**src/hdl/flash_wear_level_monitor_unit_defines.svh**
```systemverilog
// Assertion macros for the flash wear level monitor.
// Self-contained; included by the top level, which checks its own logic.
`ifndef FLASH_WEAR_LEVEL_MONITOR_UNIT_DEFINES_SVH
`define FLASH_WEAR_LEVEL_MONITOR_UNIT_DEFINES_SVH
`ifndef SYNTHESIS
// Same-cycle implication, checked out of reset.
`define FWLM_ASSERT_NOW(label, clk, rst_n, ante, cons) \
    label: assert property (@(posedge clk) disable iff (!rst_n) (ante) |-> (cons)) \
        else $error("fwlm check failed");
// Next-cycle implication, checked out of reset.
`define FWLM_ASSERT_NEXT(label, clk, rst_n, ante, cons) \
    label: assert property (@(posedge clk) disable iff (!rst_n) (ante) |=> (cons)) \
        else $error("fwlm check failed");
`else
`define FWLM_ASSERT_NOW(label, clk, rst_n, ante, cons)
`define FWLM_ASSERT_NEXT(label, clk, rst_n, ante, cons)
`endif
`endif

```
**src/hdl/fwlm_pkg.sv**
```systemverilog
// Shared constants, state encoding and controller/datapath interface types
// for the flash wear level monitor. No dependencies.
package fwlm_pkg;

    localparam int MAX_BLOCKS = 1024;
    localparam int IDX_W      = $clog2(MAX_BLOCKS);
    localparam int BLK_W      = IDX_W + 1;
    localparam int CNT_W      = 32;

    localparam logic [CNT_W-1:0] COUNT_MAX       = 32'hffff_ffff;
    localparam logic [CNT_W-1:0] THRESHOLD_RESET = 32'd1000;

    // Configuration register indexes
    localparam logic CFG_WEAR_THRESHOLD = 1'b0;
    localparam logic CFG_BLOCKS_IN_USE  = 1'b1;

    // Event codes
    localparam logic ACT_ERASE = 1'b0;
    localparam logic ACT_CHECK = 1'b1;

    typedef enum logic [3:0] {
        ST_CLEAR,
        ST_IDLE,
        ST_DECODE,
        ST_ER_READ,
        ST_ER_WRITE,
        ST_SCAN,
        ST_DRAIN,
        ST_CALC,
        ST_DONE
    } t_state;

    // Commands from controller to datapath
    typedef struct packed {
        logic clear_step;
        logic load;
        logic erase_read;
        logic erase_write;
        logic error_set;
        logic scan_init;
        logic scan_read;
        logic final_calc;
    } t_dp_cmd;

    // Status from datapath to controller
    typedef struct packed {
        logic clear_last;
        logic action;
        logic idx_ok;
        logic scan_last;
    } t_dp_stat;

endpackage

```
**src/hdl/fwlm_ctrl.sv**
```systemverilog
// Controller state machine of the wear level monitor: clearing pass, erase
// and check sequencing, busy and result strobe. Depends on fwlm_pkg.
module fwlm_ctrl (
    input  logic                  i_clk,
    input  logic                  i_rst_n,
    input  logic                  i_start,
    input  fwlm_pkg::t_dp_stat    i_stat,
    output fwlm_pkg::t_dp_cmd     o_cmd,
    output logic                  o_busy,
    output logic                  o_done
);

    fwlm_pkg::t_state r_state;
    fwlm_pkg::t_state n_state;

    always_ff @(posedge i_clk) begin
        if (!i_rst_n) begin
            r_state <= fwlm_pkg::ST_CLEAR;
        end else begin
            r_state <= n_state;
        end
    end

    // Next state
    always_comb begin
        n_state = r_state;
        case (r_state)
            fwlm_pkg::ST_CLEAR: begin
                if (i_stat.clear_last) n_state = fwlm_pkg::ST_IDLE;
            end
            fwlm_pkg::ST_IDLE: begin
                if (i_start) n_state = fwlm_pkg::ST_DECODE;
            end
            fwlm_pkg::ST_DECODE: begin
                if (i_stat.action == fwlm_pkg::ACT_CHECK) begin
                    n_state = fwlm_pkg::ST_SCAN;
                end else if (i_stat.idx_ok) begin
                    n_state = fwlm_pkg::ST_ER_READ;
                end else begin
                    n_state = fwlm_pkg::ST_DONE;
                end
            end
            fwlm_pkg::ST_ER_READ:  n_state = fwlm_pkg::ST_ER_WRITE;
            fwlm_pkg::ST_ER_WRITE: n_state = fwlm_pkg::ST_DONE;
            fwlm_pkg::ST_SCAN: begin
                if (i_stat.scan_last) n_state = fwlm_pkg::ST_DRAIN;
            end
            fwlm_pkg::ST_DRAIN: n_state = fwlm_pkg::ST_CALC;
            fwlm_pkg::ST_CALC:  n_state = fwlm_pkg::ST_DONE;
            fwlm_pkg::ST_DONE:  n_state = fwlm_pkg::ST_IDLE;
            default:            n_state = fwlm_pkg::ST_IDLE;
        endcase
    end

    // Outputs
    always_comb begin
        o_cmd  = '0;
        o_busy = 1'b1;
        o_done = 1'b0;
        case (r_state)
            fwlm_pkg::ST_CLEAR: o_cmd.clear_step = 1'b1;
            fwlm_pkg::ST_IDLE: begin
                o_busy     = 1'b0;
                o_cmd.load = i_start;
            end
            fwlm_pkg::ST_DECODE: begin
                if (i_stat.action == fwlm_pkg::ACT_CHECK) begin
                    o_cmd.scan_init = 1'b1;
                end else if (!i_stat.idx_ok) begin
                    o_cmd.error_set = 1'b1;
                end
            end
            fwlm_pkg::ST_ER_READ:  o_cmd.erase_read  = 1'b1;
            fwlm_pkg::ST_ER_WRITE: o_cmd.erase_write = 1'b1;
            fwlm_pkg::ST_SCAN:     o_cmd.scan_read   = 1'b1;
            fwlm_pkg::ST_DRAIN:    ;
            fwlm_pkg::ST_CALC:     o_cmd.final_calc  = 1'b1;
            fwlm_pkg::ST_DONE:     o_done            = 1'b1;
            default:               ;
        endcase
    end

endmodule

```
**config.mk**
```make
export PLATFORM = sky130hd
export DESIGN_NAME = fwlm_ctrl
export DESIGN_NICKNAME = d
export VERILOG_FILES = /design/src/hdl/flash_wear_level_monitor_unit_defines.svh /design/src/hdl/fwlm_pkg.sv /design/src/hdl/fwlm_ctrl.sv
export SDC_FILE = /design/constraint.sdc
export NUM_CORES = 1
export LEC_CHECK = 0
export BUFFER_PORTS_ARGS = -buffer_cell sky130_fd_sc_hd__buf_4
export CAP_MARGIN = 5
export CELL_PAD_IN_SITES_DETAIL_PLACEMENT = 2
export CELL_PAD_IN_SITES_GLOBAL_PLACEMENT = 2
export CORE_UTILIZATION = 24
export CTS_CLUSTER_SIZE = 10
export DETAILED_ROUTE_END_ITERATION = 7
export PLACE_DENSITY_LB_ADDON = 0.1
export SLEW_MARGIN = 20
export SYNTH_ARGS = -nofsm -noshare
export SYNTH_HDL_FRONTEND = slang
export SYNTH_SLANG_ARGS = --single-unit
```
**constraint.sdc**
```tcl
create_clock -name i_clk -period 2.2 [get_ports i_clk]
set_input_delay 0.66 -clock i_clk [delete_from_list [all_inputs] [get_ports i_clk]]
set_output_delay 0.66 -clock i_clk [all_outputs]
set_load 0.03 [all_outputs]
```
==> impl_metrics.toml <==
[run_status]
outcome = "finished, final reports clean"

[worst_setup_path]
endpoint_kind = "primary output"
path_cells = "or2_1 > nor3b_1 > buf_4"
worstSetupPathType = "flip-flop to primary output"
reg2reg_slack_ns = 0.88
cp_data_arrival_time_ns = 1.44
critPathRequiredTime_ns = 1.54
start_kind = "flip-flop"
cpMaxStageDelayCell = "dfxtp_1"
crit_path_max_incr_delay_ns = 0.36
critPathMaxFanout = 8

[clocking]
clk_latency_ns = 0.23
cts.repair.resized = 0
postCtsHoldBufs = 0
cts_tree = "yes"
cts_max_level = 1
cts_buffer_depth = 2
post-cts-setup-buffers = 0
clk_pin_slew_ns = 0.04
cts.sinks = 4
root_buffer = "clkbuf_4"
numCtsBuffers = 3

[global_routing]
grt_pass1_vias = 377
grt-ovfl-total = 0
grt_max_degree = 12
grt_pass1_wl_mm = 1.68
grt_usage_pct = 16.2
antenna_found_initial = 0

[floorplanning]
io_pins = 17
coreArea_um2 = 1330
dieWidth_um = 40.5
initial_core_util_pct = 26.6
die_h_um = 40.5
std_cell_rows = 13
dieArea_um2 = 1640

[synth]
ys_ff_latch = 4
yosys_warnings = 0
synth.net_count = 51
yosysSeqAreaShare_pct = 22.5
synth_area_um2 = 355
avgSynthCellArea_um2 = 8.08
synth_cell_types = 27
syn_inst = 44

[routing]
drtAntennaViolNets = 0
drt_iter0_markers = 1
viasPerCell = 4.96
drc_errors = 0
routed_wl_mm = 1.07
drtPass1Iterations = 4
vias = 377
wire_per_inst_um = 14.1

[placement]
dp_hpwl_um = 890
portBuffers = 16
gp_congestion = 0.721
placed_area_um2 = 482

[power]
switchingPower_mw = 0.0842
power.density_nw_per_um2 = 516
clkPwrFrac_pct = 33.6
leakage_nw = 0.227
pwr-share-seq_pct = 32.8
ir_worst_vdd_v = 0.000189
p_comb_share_pct = 33.6
internal_power_mw = 0.176
sw_frac_of_total_pct = 32.4

[finish]
largest_reg_flops = 4
top_regs = "r_state: 4 flops"
fin_nets = 70
diodes = 0
layout_common_cells = "17 x buf_4, 5 x nor2_1, 4 x nor3_1, 4 x dfxtp_1"
layout_commonest_cell = "buf_4"
top_register = "r_state"
finish.instance_area_um2 = 504
area_delta_synth_final_pct = 41.9
drive_gt1_share_pct = 41.0

[sta]
setup_tns_ns = 0
rsz0062_at_grt = "no"
finalHoldViolations = 0
period_share_pct = 95.3
setup_violations = 0
worst_pin_slew_ns = 0.391
period_minus_slack_ns = 2.10
slew_headroom_pct = 73.9
max_freq_mhz = 477
clock_skew_ns = 0.00333
maxSlewViolCount = 0

[job]
cap_viol_max_count = 0

[min_path]
hp-class = "flip-flop to flip-flop"
==> layout make-up <==
class / count / area (um2)
Tap cell: 15 / 18.8
Fill cell: 161 / 830
Clock buffer: 3 / 22.5
Timing Repair Buffer: 17 / 128
Inverter: 3 / 11.3
Multi-Input combinational cell: 34 / 244
Sequential cell: 4 / 80.1
==> cells in the mapped netlist <==
cell / instances / share of area, %
o31a_1: 1 / 2.5
and3_1: 1 / 1.8
nor2b_1: 3 / 5.3
nor4b_1: 1 / 2.5
nor4_1: 1 / 1.8
buf_4: 2 / 4.2
or3_1: 1 / 1.8
nor4_2: 1 / 3.5
nor3_4: 1 / 4.6
xor2_1: 1 / 2.5
a211oi_2: 1 / 3.5
nor3_1: 4 / 5.6
o21ai_0: 1 / 1.4
nor3b_1: 1 / 2.1
inv_1: 3 / 3.2
and2b_1: 1 / 2.1
a221oi_2: 1 / 4.2
nand2b_1: 2 / 3.5
or2b_1: 1 / 2.1
a21boi_1: 1 / 2.1
nor2_1: 5 / 5.3
or2_1: 1 / 1.8
buf_6: 1 / 3.2
nand2_1: 2 / 2.1
a21oi_1: 1 / 1.4
and4bb_1: 1 / 3.5
dfxtp_1: 4 / 23
==> power groups by stage <==
stage          logic [mW]  registers [mW]  clock network [mW]
6_report           0.0874          0.0855              0.0873
5_1_grt            0.0959          0.0863               0.102
4_1_cts            0.0892          0.0854              0.0936
3_5_place_dp       0.0884          0.0867                   0
3_3_place_gp       0.0845          0.0864                   0
2_1_floorplan      0.0650          0.0820                   0
==> logic make-up after synthesis <==
group                     Yosys count  synth area share (%)
buffers and inverters               6                  10.6
and+or+nand+nor                    27                  49.3
AOI/OAI and AO/OA                   6                  15.1
xor gates and xnor gates            1                  2.47
DFF                                 4                  22.5
==> path summary, 6_finish.rpt <==
check / startpoint / endpoint / depth (start not counted)
worst min-delay path: r_state[0]$_SDFFE_PN0P_ / r_state[3]$_SDFFE_PN0P_ / 2
worst max register to register: r_state[3]$_SDFFE_PN0P_ / r_state[3]$_SDFFE_PN0P_ / 3
worst max-delay path: r_state[2]$_SDFFE_PN0P_ / o_done / 3
worst min register to register: r_state[0]$_SDFFE_PN0P_ / r_state[3]$_SDFFE_PN0P_ / 2
==> layer usage <==
layer	up-vias	track usage (%)	routed length [um]	part of all wire, %
met4	0	10.0	0	0
li1	191	-	-	-
met3	0	3.33	34	3.2
met5	-	0	0	0
met2	12	27.4	556	52
met1	174	18.3	480	45
==> worst max-delay path: cells and delay by family, from the launching register on <==
| kind | cells | cell delay, ns |
|---|---|---|
| flops | 1 | 0.36 |
| simple gates | 2 | 0.63 |
| buf+inv | 1 | 0.21 |
==> through the flow <==
stage / util [%] / total power, mW / instances / setup WS (ns) / hold WS (ns)
final: 37.8 / 0.260 / 76 / 0.104 / 0.655
after global routing: 37.8 / 0.284 / 76 / 0.0174 / 0.687
after global placement: 36.1 / 0.171 / 73 / 0.317 / 0.634
after floorplan: - / 0.147 / 44 / 0.00867 / 0.582
after CTS: 37.8 / 0.268 / 76 / 0.0745 / 0.669
after detailed placement: 36.1 / 0.175 / 73 / 0.269 / 0.660
No activity file was read; power rests on OpenSTA's default activity.
